**src/design/hexesc_pkg.sv**
```systemverilog
// Shared types, byte constants and lookup functions for the hex escape run decoder.
// Used by hexesc_step, hexesc_outq and hex_escape_run_decoder_top; no dependencies.
package hexesc_pkg;

    localparam int MAX_RUN_DEF = 4096;
    localparam int RES_SLOTS   = 6;
    localparam int OPEN_LEN    = 5;
    localparam int CLOSE_LEN   = 10;

    localparam logic [7:0] CH_DOLLAR = 8'h24;
    localparam logic [7:0] CH_H      = 8'h48;
    localparam logic [7:0] CH_E      = 8'h45;
    localparam logic [7:0] CH_X      = 8'h58;
    localparam logic [7:0] CH_N      = 8'h4E;
    localparam logic [7:0] CH_D      = 8'h44;

    typedef enum logic [2:0] {
        PH_PLAIN,
        PH_COUNT,
        PH_SKIP,
        PH_HEX,
        PH_CLOSE,
        PH_FAIL
    } t_phase;

    // Decoder state apart from the run length, whose width follows MAX_RUN.
    typedef struct packed {
        t_phase      phase;
        logic [2:0]  opener_matched;
        logic        count_digits_seen;
        logic        dollar_pending;
        logic [1:0]  nibble_index;
        logic [15:0] char_accum;
        logic [3:0]  closer_matched;
    } t_state;

    localparam t_state STATE_RST = '{
        phase:             PH_PLAIN,
        opener_matched:    3'd0,
        count_digits_seen: 1'b0,
        dollar_pending:    1'b0,
        nibble_index:      2'd0,
        char_accum:        16'd0,
        closer_matched:    4'd0
    };

    typedef struct packed {
        logic [15:0] out_char;
        logic        char_valid;
        logic        decode_error;
        logic        last_result;
    } t_res;

    // All results caused by one request, oldest in slot 0.
    typedef struct packed {
        t_res [RES_SLOTS-1:0] r;
        logic [2:0]           cnt;
    } t_bundle;

    function automatic t_bundle bundle_push(t_bundle bd, logic [15:0] ch, logic vld,
                                            logic err);
        t_bundle o;
        o = bd;
        if (bd.cnt < 3'(RES_SLOTS)) begin
            o.r[bd.cnt] = '{out_char: ch, char_valid: vld, decode_error: err,
                            last_result: 1'b0};
            o.cnt = bd.cnt + 3'd1;
        end
        return o;
    endfunction

    function automatic logic [7:0] open_byte(logic [2:0] idx);
        logic [7:0] b;
        case (idx)
            3'd0:    b = CH_DOLLAR;
            3'd1:    b = CH_DOLLAR;
            3'd2:    b = CH_H;
            3'd3:    b = CH_E;
            3'd4:    b = CH_X;
            default: b = 8'h00;
        endcase
        return b;
    endfunction

    function automatic logic [7:0] close_byte(logic [3:0] idx);
        logic [7:0] b;
        case (idx)
            4'd0:    b = CH_DOLLAR;
            4'd1:    b = CH_DOLLAR;
            4'd2:    b = CH_E;
            4'd3:    b = CH_N;
            4'd4:    b = CH_D;
            4'd5:    b = CH_H;
            4'd6:    b = CH_E;
            4'd7:    b = CH_X;
            4'd8:    b = CH_DOLLAR;
            4'd9:    b = CH_DOLLAR;
            default: b = 8'h00;
        endcase
        return b;
    endfunction

    // {ok, value} of an ASCII hex digit.
    function automatic logic [4:0] hex_value(logic [7:0] b);
        logic [4:0] v;
        if (b >= 8'h30 && b <= 8'h39) begin
            v = {1'b1, b[3:0]};
        end else if (b >= 8'h61 && b <= 8'h66) begin
            v = {1'b1, 4'(b[3:0] + 4'd9)};
        end else if (b >= 8'h41 && b <= 8'h46) begin
            v = {1'b1, 4'(b[3:0] + 4'd9)};
        end else begin
            v = 5'd0;
        end
        return v;
    endfunction

    function automatic logic is_space(logic [7:0] b);
        return (b == 8'h20) || (b >= 8'h09 && b <= 8'h0D);
    endfunction

endpackage

```
**src/design/hexesc_step.sv**
```systemverilog
// Next-state and result logic for one byte of the escaped stream.
// Purely combinational; depends on hexesc_pkg.
module hexesc_step #(
    parameter int MAX_RUN = hexesc_pkg::MAX_RUN_DEF,
    localparam int RL_W   = $clog2(MAX_RUN + 2)
) (
    input  hexesc_pkg::t_state  i_st,
    input  logic [RL_W-1:0]     i_rl,
    input  logic [7:0]          i_byte,
    input  logic                i_eot,
    output hexesc_pkg::t_state  o_st,
    output logic [RL_W-1:0]     o_rl,
    output hexesc_pkg::t_bundle o_bd
);

    localparam int VW = RL_W + 4;
    localparam logic [VW-1:0] MAX_V = VW'(MAX_RUN);
    localparam logic [VW-1:0] SAT_V = VW'(MAX_RUN + 1);

    always_comb begin
        hexesc_pkg::t_state  st;
        logic [RL_W-1:0]     rl;
        hexesc_pkg::t_bundle bd;
        logic [2:0]          m;
        logic [VW-1:0]       v;
        logic [4:0]          hv;
        logic [15:0]         acc;

        st = i_st;
        rl = i_rl;
        bd = '0;
        m  = i_st.opener_matched;
        v  = '0;
        hv = hexesc_pkg::hex_value(i_byte);
        acc = i_st.char_accum;

        if (i_st.phase == hexesc_pkg::PH_FAIL) begin
            if (i_eot) begin
                bd = hexesc_pkg::bundle_push(bd, 16'd0, 1'b0, 1'b1);
            end
        end else begin
            case (i_st.phase)
                hexesc_pkg::PH_PLAIN: begin
                    if (m < 3'(hexesc_pkg::OPEN_LEN) && i_byte == hexesc_pkg::open_byte(m)) begin
                        if (m == 3'(hexesc_pkg::OPEN_LEN - 1)) begin
                            st.phase             = hexesc_pkg::PH_COUNT;
                            st.opener_matched    = 3'd0;
                            st.count_digits_seen = 1'b0;
                            st.dollar_pending    = 1'b0;
                            rl                   = '0;
                        end else begin
                            st.opener_matched = m + 3'd1;
                        end
                    end else if (m == 3'd2 && i_byte == hexesc_pkg::CH_DOLLAR) begin
                        // "$$$": oldest dollar falls out, prefix stays "$$"
                        bd = hexesc_pkg::bundle_push(bd, {8'h00, hexesc_pkg::CH_DOLLAR},
                                                     1'b1, 1'b0);
                    end else begin
                        for (int i = 0; i < hexesc_pkg::OPEN_LEN - 1; i++) begin
                            if (3'(i) < m) begin
                                bd = hexesc_pkg::bundle_push(bd,
                                        {8'h00, hexesc_pkg::open_byte(3'(i))}, 1'b1, 1'b0);
                            end
                        end
                        st.opener_matched = 3'd0;
                        if (i_byte == hexesc_pkg::CH_DOLLAR) begin
                            st.opener_matched = 3'd1;
                        end else begin
                            bd = hexesc_pkg::bundle_push(bd, {8'h00, i_byte}, 1'b1, 1'b0);
                        end
                    end
                end
                hexesc_pkg::PH_COUNT, hexesc_pkg::PH_SKIP: begin
                    if (i_st.dollar_pending) begin
                        st.dollar_pending = 1'b0;
                        if (i_byte == hexesc_pkg::CH_DOLLAR) begin
                            if (!i_st.count_digits_seen || i_rl == '0
                                    || VW'(i_rl) > MAX_V) begin
                                st.phase = hexesc_pkg::PH_FAIL;
                                bd = hexesc_pkg::bundle_push(bd, 16'd0, 1'b0, 1'b1);
                            end else begin
                                st.phase        = hexesc_pkg::PH_HEX;
                                st.nibble_index = 2'd0;
                                st.char_accum   = 16'd0;
                            end
                        end
                    end else if (i_byte == hexesc_pkg::CH_DOLLAR) begin
                        st.dollar_pending = 1'b1;
                        st.phase          = hexesc_pkg::PH_SKIP;
                    end else if (i_st.phase == hexesc_pkg::PH_COUNT) begin
                        if (i_byte >= 8'h30 && i_byte <= 8'h39) begin
                            v = (VW'(i_rl) << 3) + (VW'(i_rl) << 1) + VW'(i_byte[3:0]);
                            if (v > MAX_V) begin
                                v = SAT_V;
                            end
                            rl = v[RL_W-1:0];
                            st.count_digits_seen = 1'b1;
                        end else if (!(hexesc_pkg::is_space(i_byte)
                                       && !i_st.count_digits_seen)) begin
                            st.phase = hexesc_pkg::PH_SKIP;
                        end
                    end
                end
                hexesc_pkg::PH_HEX: begin
                    if (!hv[4]) begin
                        st.phase = hexesc_pkg::PH_FAIL;
                        bd = hexesc_pkg::bundle_push(bd, 16'd0, 1'b0, 1'b1);
                    end else begin
                        // digit order fills bits 7:4, 3:0, 15:12, 11:8
                        case (i_st.nibble_index)
                            2'd0:    acc[7:4]   = acc[7:4]   | hv[3:0];
                            2'd1:    acc[3:0]   = acc[3:0]   | hv[3:0];
                            2'd2:    acc[15:12] = acc[15:12] | hv[3:0];
                            2'd3:    acc[11:8]  = acc[11:8]  | hv[3:0];
                            default: acc = i_st.char_accum;
                        endcase
                        st.char_accum   = acc;
                        st.nibble_index = i_st.nibble_index + 2'd1;
                        if (i_st.nibble_index == 2'd3) begin
                            bd = hexesc_pkg::bundle_push(bd, acc, 1'b1, 1'b0);
                            st.char_accum = 16'd0;
                            if (i_rl != '0) begin
                                rl = i_rl - RL_W'(1);
                            end
                            if (rl == '0) begin
                                st.phase          = hexesc_pkg::PH_CLOSE;
                                st.closer_matched = 4'd0;
                            end
                        end
                    end
                end
                hexesc_pkg::PH_CLOSE: begin
                    if (i_st.closer_matched >= 4'(hexesc_pkg::CLOSE_LEN)
                            || i_byte != hexesc_pkg::close_byte(i_st.closer_matched)) begin
                        st.phase = hexesc_pkg::PH_FAIL;
                        bd = hexesc_pkg::bundle_push(bd, 16'd0, 1'b0, 1'b1);
                    end else if (i_st.closer_matched == 4'(hexesc_pkg::CLOSE_LEN - 1)) begin
                        st.phase          = hexesc_pkg::PH_PLAIN;
                        st.closer_matched = 4'd0;
                        st.opener_matched = 3'd0;
                    end else begin
                        st.closer_matched = i_st.closer_matched + 4'd1;
                    end
                end
                default: begin
                    st.phase = hexesc_pkg::PH_FAIL;
                    bd = hexesc_pkg::bundle_push(bd, 16'd0, 1'b0, 1'b1);
                end
            endcase

            if (i_eot) begin
                if (st.phase == hexesc_pkg::PH_PLAIN) begin
                    for (int i = 0; i < hexesc_pkg::OPEN_LEN - 1; i++) begin
                        if (3'(i) < st.opener_matched) begin
                            bd = hexesc_pkg::bundle_push(bd,
                                    {8'h00, hexesc_pkg::open_byte(3'(i))}, 1'b1, 1'b0);
                        end
                    end
                end else if (st.phase != hexesc_pkg::PH_FAIL) begin
                    bd = hexesc_pkg::bundle_push(bd, 16'd0, 1'b0, 1'b1);
                end
            end
        end

        if (i_eot) begin
            if (bd.cnt == 3'd0) begin
                bd = hexesc_pkg::bundle_push(bd, 16'd0, 1'b0, 1'b0);
            end
            bd.r[bd.cnt - 3'd1].last_result = 1'b1;
            st = hexesc_pkg::STATE_RST;
            rl = '0;
        end

        o_st = st;
        o_rl = rl;
        o_bd = bd;
    end

endmodule

```
**src/design/hexesc_outq.sv**
```systemverilog
// Result register: holds the results of one request and hands them out one per cycle while not stalled.
// Depends on hexesc_pkg.
module hexesc_outq (
    input  logic                i_clk,
    input  logic                i_rst_n,
    input  logic                i_load,
    input  hexesc_pkg::t_bundle i_bd,
    input  logic                i_stall,
    output logic                o_free,
    output logic                o_valid,
    output hexesc_pkg::t_res    o_res
);

    hexesc_pkg::t_res [hexesc_pkg::RES_SLOTS-1:0] r_res;
    logic [2:0]                                   r_cnt;

    assign o_valid = (r_cnt != 3'd0);
    assign o_res   = r_res[0];
    // Free when empty or once the last held result leaves in this cycle.
    assign o_free  = (r_cnt == 3'd0) || (r_cnt == 3'd1 && !i_stall);

    always_ff @(posedge i_clk) begin
        if (!i_rst_n) begin
            r_cnt <= 3'd0;
        end else if (i_load) begin
            r_cnt <= i_bd.cnt;
        end else if (o_valid && !i_stall) begin
            r_cnt <= r_cnt - 3'd1;
        end
    end

    always_ff @(posedge i_clk) begin
        if (i_load) begin
            r_res <= i_bd.r;
        end else if (o_valid && !i_stall) begin
            for (int i = 0; i < hexesc_pkg::RES_SLOTS - 1; i++) begin
                r_res[i] <= r_res[i+1];
            end
        end
    end

    a_load_when_free: assert property (@(posedge i_clk) disable iff (!i_rst_n)
        i_load |-> o_free)
        else $error("results loaded over undelivered results");

    a_cnt_bound: assert property (@(posedge i_clk) disable iff (!i_rst_n)
        r_cnt <= 3'(hexesc_pkg::RES_SLOTS))
        else $error("result count out of range");

    a_hold_stalled: assert property (@(posedge i_clk) disable iff (!i_rst_n)
        o_valid && i_stall && !i_load |=> $stable(r_cnt))
        else $error("result count moved while stalled");

endmodule

```
**src/design/hex_escape_run_decoder_top.sv**
```systemverilog
// Hex escape run decoder: plain bytes pass through, "$$HEX<n>$$ ... $$ENDHEX$$" runs
// decode to 16-bit characters. Requests pass the input register, then the result register.
// Throughput: 1 request per cycle while each yields at most one result and the output is not
// stalled; a request yielding k results (up to 5) holds the input side until they drain.
// Reset (i_rst_n low, synchronous) returns to plain text with no held request.
module hex_escape_run_decoder_top #(
    parameter int MAX_RUN = hexesc_pkg::MAX_RUN_DEF
) (
    input  logic        i_clk,
    input  logic        i_rst_n,
    // request channel
    input  logic        i_in_valid,
    output logic        o_in_stall,
    input  logic [7:0]  i_in_byte,
    input  logic        i_end_of_text,
    // result channel
    output logic        o_out_valid,
    input  logic        i_out_stall,
    output logic [15:0] o_out_char,
    output logic        o_char_valid,
    output logic        o_decode_error,
    output logic        o_last_result
);

    localparam int RL_W = $clog2(MAX_RUN + 2);

    // Input register: one request waiting to be decoded.
    logic        r_in_valid;
    logic [7:0]  r_in_byte;
    logic        r_in_eot;

    // Decoder state.
    hexesc_pkg::t_state r_st;
    logic [RL_W-1:0]    r_rl;
    hexesc_pkg::t_state n_st;
    logic [RL_W-1:0]    n_rl;

    hexesc_pkg::t_bundle step_bd;
    hexesc_pkg::t_res    head;
    logic                q_free;
    logic                advance;
    logic                in_take;

    // Decode the held request once the result register is empty or drains in this cycle.
    assign advance    = r_in_valid && q_free;
    assign o_in_stall = r_in_valid && !q_free;
    assign in_take    = i_in_valid && !o_in_stall;

    always_ff @(posedge i_clk) begin
        if (!i_rst_n) begin
            r_in_valid <= 1'b0;
        end else if (in_take) begin
            r_in_valid <= 1'b1;
        end else if (advance) begin
            r_in_valid <= 1'b0;
        end
    end

    // Payload: capture on accept, hold otherwise.
    always_ff @(posedge i_clk) begin
        if (in_take) begin
            r_in_byte <= i_in_byte;
            r_in_eot  <= i_end_of_text;
        end
    end

    hexesc_step #(
        .MAX_RUN (MAX_RUN)
    ) u_step (
        .i_st   (r_st),
        .i_rl   (r_rl),
        .i_byte (r_in_byte),
        .i_eot  (r_in_eot),
        .o_st   (n_st),
        .o_rl   (n_rl),
        .o_bd   (step_bd)
    );

    // Advance the state only when the request's results are taken into the result register.
    always_ff @(posedge i_clk) begin
        if (!i_rst_n) begin
            r_st <= hexesc_pkg::STATE_RST;
            r_rl <= '0;
        end else if (advance) begin
            r_st <= n_st;
            r_rl <= n_rl;
        end
    end

    hexesc_outq u_outq (
        .i_clk   (i_clk),
        .i_rst_n (i_rst_n),
        .i_load  (advance),
        .i_bd    (step_bd),
        .i_stall (i_out_stall),
        .o_free  (q_free),
        .o_valid (o_out_valid),
        .o_res   (head)
    );

    assign o_out_char     = head.out_char;
    assign o_char_valid   = head.char_valid;
    assign o_decode_error = head.decode_error;
    assign o_last_result  = head.last_result;

    // An error report never carries a character.
    a_err_no_char: assert property (@(posedge i_clk) disable iff (!i_rst_n)
        o_out_valid && o_decode_error |-> !o_char_valid && o_out_char == 16'd0)
        else $error("error report carries a character");

    // The end of a stream returns the decoder to plain text.
    a_eot_resets: assert property (@(posedge i_clk) disable iff (!i_rst_n)
        advance && r_in_eot |=> r_st.phase == hexesc_pkg::PH_PLAIN
                                && r_st.opener_matched == 3'd0 && r_rl == '0)
        else $error("state not cleared after end of text");

    // The final request of a stream always produces at least one result.
    a_eot_has_result: assert property (@(posedge i_clk) disable iff (!i_rst_n)
        advance && r_in_eot |-> step_bd.cnt != 3'd0)
        else $error("end of text without a result");

    // No opener prefix is held once an escape has failed.
    a_fail_no_prefix: assert property (@(posedge i_clk) disable iff (!i_rst_n)
        r_st.phase == hexesc_pkg::PH_FAIL |-> r_st.opener_matched == 3'd0)
        else $error("opener prefix held in failed state");

endmodule
```
**config.mk**
```make
export PLATFORM = sky130hd
export DESIGN_NAME = hex_escape_run_decoder_top
export DESIGN_NICKNAME = d
export VERILOG_FILES = /design/src/design/hexesc_pkg.sv /design/src/design/hexesc_step.sv /design/src/design/hexesc_outq.sv /design/src/design/hex_escape_run_decoder_top.sv
export SDC_FILE = /design/constraint.sdc
export NUM_CORES = 1
export LEC_CHECK = 0
export ABC_CLOCK_PERIOD_IN_PS = 9900
export BUFFER_PORTS_ARGS = -buffer_cell sky130_fd_sc_hd__buf_2
export CAP_MARGIN = 10
export CORE_MARGIN = 1
export CORE_UTILIZATION = 50
export DETAILED_ROUTE_END_ITERATION = 7
export PLACE_DENSITY = 0.67
export SYNTH_ARGS = -nofsm -noshare
export SYNTH_HDL_FRONTEND = slang
export SYNTH_SLANG_ARGS = --single-unit
export TNS_END_PERCENT = 1
```
**constraint.sdc**
```tcl
create_clock -name i_clk -period 9.9 [get_ports i_clk]
set_input_delay 0.495 -clock i_clk [delete_from_list [all_inputs] [get_ports i_clk]]
set_output_delay 0.495 -clock i_clk [all_outputs]
set_load 0.005 [all_outputs]
```
==> flow_summary_export.csv, run 1 <==
group,metric,value,unit
run_status,run_status,"finished, final reports clean",
cts,cts_made_buffers,17,
timing,period_needed,8.92,ns
timing,period_share,90.1,%
hold_path,whs_path_depth,1,
timing,tightestPinTransition,0.996,ns
grt,grt_pass1_wl,43.2,mm
cells_and_area,num-fill-cells,1735,
power_and_ir_drop,clkPwrFrac,31.8,%
drt,vias,8678,
drt,ant_nets,0,
timing,worst_slack,0.978,ns
cts,cts-root-buf,"clkbuf_16",
hold_path,min_path_type,"input pin to flip-flop",
placed_design,place_hpwl,19.5,mm
drt,wl_per_cell,19.6,um
worst_setup_path,critPathSlowestCell,"edfxtp_1",
power_and_ir_drop,pwr-share-comb,22.7,%
synthesis,synth_top_family_by_area,"compound AO/OA/AOI/OAI gates",
cts,cts-htree-levels,4,
cells_and_area,antenna_cells,0,
synthesis,synth-xor-area-share,2.95,%
drt,viasPerCell,6.33,
grt,grt_usage,28.1,%
worst_setup_path,worstPathMaxFanout,17,
floorplanning,ios,34,
synthesis,synth_compound_area_share,24.4,%
synthesis,synth_fa_ha_area_share,6.53,%
synthesis,yosysTopAreaCellShare,25.9,%
worst_setup_path,cp-end-kind,"flip-flop",
cells_and_area,drive_above_1_share,10.7,%
cells_and_area,nets,1187,
synthesis,synthArstFlopShare,0,%
timing,grt_setup_unrepaired,"false",
drt,totalWireLength,26.9,mm
worst_setup_path,critical-path-top-delay-family,"compound AO/OA/AOI/OAI gates",
power_and_ir_drop,switching_share,31.7,%
power_and_ir_drop,internal-power,1.36,mW
floorplanning,start_util,51.2,%
power_and_ir_drop,seqPwrFrac,45.4,%
cts,cts_resized,0,
worst_setup_path,path_buf_inv,2,
placed_design,pre_cts_ws,1.25,ns
synthesis,synth_simple_gate_area_share,21.5,%
synthesis,synth_cell_types,100,
synthesis,synth.most_common_cell,"nand2_1",
power_and_ir_drop,peakVddDrop,0.000117,V
timing,slew_headroom,33.4,%
synthesis,synth_top_area_cell,"edfxtp_1",
grt,grt_pass1_vias,7831,
worst_setup_path,critPathMaxStageDelay,0.86,ns
floorplanning,rows,50,
synthesis,ys_seq_elements,137,
run,max_cap_viol_count,0,
drt,drc_errors,0,
floorplanning,die_h,141,um
timing,setup_violations,0,
timing,hold_viol,0,
synthesis,synth_edf_count,83,
cts,cts.sinks,137,
timing,clock.fmax,112,MHz
cells_and_area,area_delta_synth_final,8.31,%
placed_design,gp_congestion,1.02,
synthesis,seq_area_frac_synth,37.2,%
synthesis,synth_area_leaders,"edfxtp_1, dfxtp_1, ha_1",
synthesis,synth_commonest_cells,"nand2_1, nor2_1, a21oi_1, edfxtp_1, o21ai_0",
cts,postCtsSetupRepairBufs,0,
power_and_ir_drop,powerDensity,191,nW/um2
worst_setup_path,cp_num_cells,28,
power_and_ir_drop,p_switching,0.630,mW
synthesis,synth_cells,1129,
synthesis,ys_warn_count,0,
worst_setup_path,cp.arrival,9.09,ns
worst_setup_path,crit_path_frequent_cell,"ha_1",
floorplanning,die_area,19800,um2
synthesis,synth.avg_cell_area,8.52,um2
floorplanning,coreArea,18800,um2
power_and_ir_drop,p_leak,4.10,nW
worst_setup_path,critPathLaunchType,"flip-flop",
timing,clock-skew-final,0.0115,ns
worst_setup_path,crit_required,10.06,ns
timing,slew_viol_final,0,
cts,clk_pin_slew,0.06,ns
synthesis,synth_ff_type,"edfxtp_1",
drt,firstDrtPassIters,7,
worst_setup_path,ff2ff_path_depth,28,
cts,clock_insertion_delay_worst_skew,0.44,ns
placed_design,portBuffers,33,
grt,grt_antenna_before_repair,0,
grt,grt_max_degree,69,
drt,initialDrtViolationCount,1029,
floorplanning,die_x,141,um
cts,hold_buffers,0,
grt,overflow,0,
timing,tns,0,ns
worst_setup_path,crit_type,"flip-flop to flip-flop",
synthesis,synth_area,9620,um2
synthesis,muxShareOfSynthArea,1.51,%
cts,clock_path_buffers,2,
cts,cts_tree,"built",
## metal layers
metal  track usage [%]  part of all wire (%)  vias to the layer above
met5                 0                     0                        -
met4              9.78                   2.8                        0
met3              4.55                   8.0                       72
met2              42.7                    45                      409
met1              40.4                    45                     4036
li1                  -                     -                     4161
## registers in the layout, summed over array words and instances, names as in the netlist, named ones only
name	flops
u_outq.r_res	55
r_st	30
r_in_byte	8
r_in_valid	1
r_rl	13
r_in_eot	1
u_outq.o_res	19
u_outq.r_cnt	3
## power by group through the flow
| stage | Combinational (mW) | Clock, mW | Sequential, mW |
|---|---|---|---|
| floorplan | 0.340 | 0 | 0.895 |
| global placement | 0.448 | 0 | 0.910 |
| detailed placement | 0.453 | 0 | 0.911 |
| CTS | 0.455 | 0.642 | 0.902 |
| global route | 0.504 | 0.665 | 0.918 |
| finish | 0.452 | 0.633 | 0.903 |
## path summary, 6_finish.rpt
path	slack (ns)	end	from
worst max-delay path	0.98	u_outq.r_res[60]$_DFFE_PP_	r_in_byte[0]$_DFFE_PP_
worst min-delay path	0.23	r_in_byte[5]$_DFFE_PP_	i_in_byte[5]
worst max register to register	0.98	u_outq.r_res[60]$_DFFE_PP_	r_in_byte[0]$_DFFE_PP_
worst min register to register	0.43	r_st[15]$_SDFFE_PN0P_	r_st[15]$_SDFFE_PN0P_
## cell type report
| type | count | area [um2] | share of cell area, % |
|---|---|---|---|
| well taps | 234 | 293 | 2.81 |
| clock buffers | 23 | 520 | 5.00 |
| clock inverters | 9 | 75.1 | 0.721 |
| flip-flops and latches | 137 | 3570 | 34.3 |
| multi-input cells | 871 | 5500 | 52.8 |
| repair buffers | 44 | 248 | 2.38 |
| inverters | 54 | 208 | 1.99 |
## through the flow
step | utilization (%) | cells | hold slack (ns) | power, mW | cell area, um2
after floorplan | - | 1132 | 0.416 | 1.23 | 9630
after detailed placement | 52.3 | 1340 | 0.427 | 1.36 | 9820
final | 55.5 | 1372 | 0.234 | 1.99 | 10400
after global placement | 52.3 | 1340 | 0.428 | 1.36 | 9820
after CTS | 55.5 | 1372 | 0.220 | 2.00 | 10400
after global routing | 55.5 | 1372 | 0.223 | 2.09 | 10400
## cell usage in the layout (no fill, tap or decap), drive strengths merged, types with 5 or more instances in the layout
| cell type | count |
|---|---|
| nand2 | 137 |
| nor2 | 117 |
| o21ai | 96 |
| a21oi | 88 |
| edfxtp | 83 |
| inv | 58 |
| dfxtp | 54 |
| ha | 47 |
| buf | 44 |
| nand3 | 34 |
| a31oi | 26 |
| nor3 | 24 |
| xnor2 | 24 |
| clkbuf | 23 |
| o31ai | 17 |
| and2 | 17 |
| nor4 | 15 |
| nand2b | 12 |
| o22ai | 12 |
| nand4 | 11 |
| mux2i | 10 |
| a21o | 10 |
| o221ai | 10 |
| a211oi | 10 |
| a22oi | 9 |
| nor3b | 9 |
| nor2b | 9 |
| a22o | 7 |
| and3 | 7 |
| o211ai | 6 |
| o21a | 6 |
| or3 | 5 |
| or4 | 5 |
| xor2 | 5 |
| o32ai | 5 |
| or2 | 5 |
## cell families after synthesis
| logic type | after synthesis |
|---|---|
| flip-flops | 137 |
| AO/OA/AOI/OAI | 353 |
| buffers and inverters | 124 |
| XOR/XNOR | 29 |
| multiplexers | 14 |
| adder cells (fa/ha/maj) | 49 |
| other | 1 |
| AND/OR/NAND/NOR | 422 |
No activity file was read; power rests on OpenSTA's default activity.
==> inputs of run 2 (changes only) <==
--- a/config.mk
+++ b/config.mk
@@ -11,7 +11,7 @@
 export CORE_MARGIN = 1
 export CORE_UTILIZATION = 50
 export DETAILED_ROUTE_END_ITERATION = 7
-export PLACE_DENSITY = 0.67
+export PLACE_DENSITY = 0.72
 export SYNTH_ARGS = -nofsm -noshare
 export SYNTH_HDL_FRONTEND = slang
 export SYNTH_SLANG_ARGS = --single-unit
==> run 2 against run 1 <==
Critical endpoint is now u_outq.r_res[62]$_DFFE_PP_. Critical path type unchanged. Highest routed layer unchanged. Worst hold slack improved by 0.0027 ns. Via count increased by 0.89%. Combinational power about the same. Sequential cell count unchanged. Sequential power about the same. Clock-buffer cell count decreased by 4. Non-clock buffer count increased by 1. Wire length decreased by 1.4%. First-iteration DRC count increased by 8.3%. Worst setup slack improved by 0.23 ns. Cell count about the same.
==> flow_summary_export.csv, run 2 (synthesis gave the netlist of run 1 again) <==
group,metric,value,unit
drt,ant_nets,0,
timing,clock.fmax,115,MHz
worst_setup_path,critPathMaxStageDelay,0.75,ns
cells_and_area,nets,1188,
power_and_ir_drop,fin_total_pwr,1.98,mW
drt,totalWireLength,26.6,mm
cells_and_area,drive_above_1_share,10.9,%
cts,cts_tree,"built",
floorplanning,ios,34,
timing,tns,0,ns
worst_setup_path,worstPathMaxFanout,19,
timing,grt_setup_unrepaired,"false",
cts,cts_resized,0,
drt,viasPerCell,6.38,
floorplanning,rows,50,
grt,grt_pass1_vias,8219,
drt,vias,8755,
power_and_ir_drop,p_leak,4.11,nW
cells_and_area,largest_reg_flops,55,
placed_design,portBuffers,33,
cells_and_area,seq_area,3570,um2
power_and_ir_drop,peakVddDrop,0.000134,V
floorplanning,die_area,19800,um2
grt,grt_max_degree,70,
grt,grt_antenna_before_repair,0,
timing,period_share,87.8,%
placed_design,gp_congestion,1.04,
timing,slew_headroom,35.8,%
power_and_ir_drop,powerDensity,190,nW/um2
timing,clock-skew-final,0.0142,ns
cts,hold_buffers,0,
worst_setup_path,crit_required,10.06,ns
cells_and_area,multi_input_area,5500,um2
cts,cts-htree-levels,4,
worst_setup_path,cp.arrival,8.85,ns
cts,cts-root-buf,"clkbuf_16",
cts,clk_pin_slew,0.06,ns
cts,cts_made_buffers,17,
cells_and_area,final_cell_mix,"nand2_1, nor2_1, a21oi_1, edfxtp_1, o21ai_0",
timing,setup_violations,0,
cts,clock_path_buffers,2,
worst_setup_path,critPathSlowestCell,"dfxtp_1",
cells_and_area,final_common_cell,"nand2_1",
timing,tightestPinTransition,0.960,ns
worst_setup_path,crit_path_frequent_cell,"ha_1",
grt,grt_usage,27.7,%
cells_and_area,regMostFlops,"u_outq.r_res",
grt,overflow,0,
floorplanning,coreArea,18800,um2
hold_path,min_path_type,"input pin to flip-flop",
cells_and_area,antenna_cells,0,
cts,clock_insertion_delay_worst_skew,0.44,ns
drt,initialDrtViolationCount,1114,
run,max_cap_viol_count,0,
drt,wl_per_cell,19.3,um
floorplanning,die_h,141,um
grt,grt_pass1_wl,43.0,mm
worst_setup_path,critPathLaunchType,"flip-flop",
cells_and_area,num-fill-cells,1720,
cts,cts.sinks,137,
placed_design,place_hpwl,19.0,mm
drt,drc_errors,0,
cells_and_area,area_delta_synth_final,8.20,%
timing,period_needed,8.69,ns
cts,postCtsSetupRepairBufs,0,
worst_setup_path,crit_type,"flip-flop to flip-flop",
floorplanning,die_x,141,um
timing,hold_viol,0,
floorplanning,start_util,51.2,%
cells_and_area,final_util,55.4,%
timing,slew_viol_final,0,
worst_setup_path,cp-end-kind,"flip-flop",
run_status,run_status,"finished, final reports clean",
drt,firstDrtPassIters,6,
-- run 2: cell types whose count changed in the layout (fill, tap and decap cells not counted), sizes merged --
cell / before / now
clkinvlp: 2 / 0
clkbuf: 23 / 20
clkinv: 3 / 9
-- run 2: metal layers --
layer / wire length [um] / track usage [%] / vias up
li1: - / - / 4157
met1: 11800 / 37.5 / 4112
met2: 11700 / 42.7 / 404
met3: 2250 / 5.84 / 82
met4: 841 / 12.1 / 0
met5: 0 / 0 / -
-- run 2: where the power goes --
part           switching [mW]  internal, mW  total [mW]
Sequential             0.0635         0.837       0.901
Combinational           0.308         0.147       0.455
Clock                   0.266         0.354       0.621
-- run 2: metrics by stage --
| step | cells | area (um2) | setup slack, ns | hold WS, ns |
|---|---|---|---|---|
| after floorplan | 1132 | 9630 | 2.72 | 0.416 |
| after global placement | 1340 | 9820 | 1.68 | 0.427 |
| after detailed placement | 1340 | 9820 | 1.41 | 0.447 |
| after CTS | 1372 | 10400 | 1.35 | 0.229 |
| after global routing | 1373 | 10400 | 0.647 | 0.229 |
| final | 1373 | 10400 | 1.21 | 0.236 |
-- run 2: final timing paths --
path | start | to | slack, ns | cells after the start
setup reg to reg | r_st[24]$_SDFFE_PN0P_ | u_outq.r_res[62]$_DFFE_PP_ | 1.21 | 28
setup / recovery | r_st[24]$_SDFFE_PN0P_ | u_outq.r_res[62]$_DFFE_PP_ | 1.21 | 28
hold reg to reg | r_st[15]$_SDFFE_PN0P_ | r_st[15]$_SDFFE_PN0P_ | 0.45 | 2
hold / removal | i_in_byte[6] | r_in_byte[6]$_DFFE_PP_ | 0.24 | 1
-- run 2: cell type report --
class	count	share of cell area, %
clock buffers	19	4.57
well taps	234	2.81
inverters	54	2.00
flip-flops and latches	137	34.3
clock inverters	13	0.998
repair buffers	45	2.43
multi-input cells	871	52.9
-- run 2: worst max-delay path: cells and delay by family (launching register included) --
family          cells  cell delay [ns]
fa+ha+maj           4             1.22
xor+xnor            1             0.31
buf+inv             2             0.38
simple gates       10             2.12
compound gates     10             2.93
flops               1             0.75
mux                 1             0.72
==> inputs of run 3 (changes only) <==
--- a/config.mk
+++ b/config.mk
@@ -8,10 +8,12 @@
 export ABC_CLOCK_PERIOD_IN_PS = 9900
 export BUFFER_PORTS_ARGS = -buffer_cell sky130_fd_sc_hd__buf_2
 export CAP_MARGIN = 10
+export CELL_PAD_IN_SITES_DETAIL_PLACEMENT = 1
+export CELL_PAD_IN_SITES_GLOBAL_PLACEMENT = 2
 export CORE_MARGIN = 1
-export CORE_UTILIZATION = 50
+export CORE_UTILIZATION = 39
 export DETAILED_ROUTE_END_ITERATION = 7
-export PLACE_DENSITY = 0.72
+export PLACE_DENSITY = 0.85
 export SYNTH_ARGS = -nofsm -noshare
 export SYNTH_HDL_FRONTEND = slang
 export SYNTH_SLANG_ARGS = --single-unit
==> run 3 against run 2 <==
Core utilization shrank 12 points. Maximum frequency grew 2.3%. Cell count grew 6.6%. Global-route usage shrank 2.7 points. Die area grew 28%. Wire length grew 17%. Total power grew 3.4%. Non-clock buffer count grew 1. Sequential share of layout area shrank 0.51 points. Sequential power grew 0.6%. Largest cell class unchanged.
==> flow_summary_export.csv, run 3 (synthesis gave the netlist of run 1 again) <==
group,metric,value,unit
run_status,run_status,"finished, final reports clean",
grt,grt_pass1_vias,8811,
cells_and_area,nets,1189,
drt,ant_nets,0,
timing,slew_headroom,24.0,%
worst_setup_path,critPathMaxStageDelay,0.90,ns
hold_path,hold_path.startpoint,"i_in_byte[5]",
floorplanning,coreArea,24200,um2
floorplanning,ios,34,
placed_design,portBuffers,33,
worst_setup_path,critical-path-top-delay-family,"simple AND/OR/NAND/NOR gates",
grt,grt_usage,25.1,%
cells_and_area,drive_above_1_share,10.9,%
cells_and_area,largest_reg_flops,55,
cells_and_area,area_delta_synth_final,9.83,%
cells_and_area,final_cell_mix,"nand2_1, nor2_1, a21oi_1, edfxtp_1, o21ai_0",
hold_path,whs_path_depth,1,
cts,cts-root-buf,"clkbuf_16",
timing,period_needed,8.49,ns
timing,clock-skew-final,0.0131,ns
worst_setup_path,cp-end-kind,"flip-flop",
floorplanning,die_area,25300,um2
worst_setup_path,ff2ff_path_depth,27,
cts,hold_buffers,0,
cells_and_area,design_area,10600,um2
cts,clock_path_buffers,2,
worst_setup_path,reg2reg_from,"r_in_byte[0]$_DFFE_PP_",
placed_design,place_area,9950,um2
power_and_ir_drop,peakVddDrop,0.000106,V
worst_setup_path,crit_type,"flip-flop to flip-flop",
timing,period_share,85.8,%
cts,clk_pin_slew,0.06,ns
timing,hold_viol,0,
placed_design,place_hpwl,22.7,mm
worst_setup_path,critPathSlowestCell,"edfxtp_1",
drt,vias,8718,
cts,cts.sinks,137,
drt,firstDrtPassIters,7,
worst_setup_path,r2r-end,"u_outq.r_res[62]$_DFFE_PP_",
run,max_cap_viol_count,0,
cts,cts_tree,"built",
grt,grt_max_degree,70,
cells_and_area,antenna_cells,0,
worst_setup_path,critPathLaunchType,"flip-flop",
drt,viasPerCell,5.95,
timing,tightestPinTransition,1.13,ns
hold_path,whs_endpoint,"r_in_byte[5]$_DFFE_PP_",
timing,slew_viol_final,0,
drt,initialDrtViolationCount,678,
floorplanning,start_util,39.7,%
hold_path,min_path_type,"input pin to flip-flop",
worst_setup_path,r2r_slack,1.41,ns
worst_setup_path,crit_path_frequent_cell,"ha_1",
worst_setup_path,crit_required,10.06,ns
power_and_ir_drop,p_leak,4.12,nW
drt,totalWireLength,31.1,mm
cts,cts-htree-levels,4,
cts,clock_insertion_delay_worst_skew,0.43,ns
worst_setup_path,path_buf_inv,2,
drt,drc_errors,0,
worst_setup_path,worstPathMaxFanout,17,
floorplanning,die_x,159,um
floorplanning,die_h,159,um
power_and_ir_drop,fin_total_pwr,2.04,mW
cells_and_area,final_common_cell,"nand2_1",
cts,cts_made_buffers,17,
cells_and_area,stdcell_count,1464,
cells_and_area,regMostFlops,"u_outq.r_res",
cts,cts_resized,0,
grt,overflow,0,
placed_design,gp_congestion,0.926,
power_and_ir_drop,powerDensity,193,nW/um2
timing,hold-worst-slack,0.238,ns
timing,clock.fmax,118,MHz
timing,grt_setup_unrepaired,"false",
timing,setup_violations,0,
placed_design,place_inst,1432,
floorplanning,rows,57,
drt,wl_per_cell,21.3,um
grt,grt_antenna_before_repair,0,
timing,tns,0,ns
worst_setup_path,cp.arrival,8.65,ns
grt,grt_pass1_wl,49.9,mm
cts,postCtsSetupRepairBufs,0,
[run 3: changes by cell type in the layout (fill, tap and decap cells not counted), moves of 2 or more]
cell	change
buf_4	+2
clkinv_2	-2
clkinv_4	-3
inv_8	+2
[run 3: metrics by stage]
stage               util, %  setup slack (ns)
floorplan                 -              2.72
detailed placement     41.0              1.55
global placement       41.0              1.77
CTS                    43.6              1.51
global route           43.6             0.849
finish                 43.6              1.41
[run 3: final cells by class]
type                            count  area (um2)
Clock buffer                       21         493
Clock inverter                     11         121
Fill cell                        2883       13700
Inverter                           54         208
Multi-Input combinational cell    871        5500
Sequential cell                   137        3570
Tap cell                          324         405
Timing Repair Buffer               46         263
[run 3: how the worst max path moves through the flow]
stage                                start                        endpoint  slack, ns  cells past startpoint
finish              r_in_byte[0]$_DFFE_PP_      u_outq.r_res[62]$_DFFE_PP_       1.41                     27
global route        r_in_byte[0]$_DFFE_PP_      u_outq.r_res[62]$_DFFE_PP_       0.85                     27
CTS                 r_in_byte[0]$_DFFE_PP_  u_outq.o_res[16]$_SDFFCE_PN0P_       1.51                     27
detailed placement  r_in_byte[0]$_DFFE_PP_  u_outq.o_res[16]$_SDFFCE_PN0P_       1.55                     27
global placement    r_in_byte[0]$_DFFE_PP_  u_outq.o_res[13]$_SDFFCE_PN0P_       1.77                     27
floorplan            r_st[24]$_SDFFE_PN0P_       u_outq.o_res[3]$_DFFE_PP_       2.72                     30
[run 3: metal layers]
| metal | GRT usage [%] | routed length (um) | vias up |
|---|---|---|---|
| met1 | 36.1 | 15100 | 4311 |
| li1 | - | - | 4152 |
| met2 | 39.1 | 14200 | 226 |
| met5 | 0 | 0 | - |
| met3 | 3.20 | 1360 | 29 |
| met4 | 7.30 | 495 | 0 |
[run 3: power breakdown]
group	internal [mW]	total, mW	switching [mW]	leakage [nW]
sequential	0.837	0.906	0.0692	1.26
combinational	0.147	0.467	0.320	2.57
clock	0.391	0.669	0.278	0.299
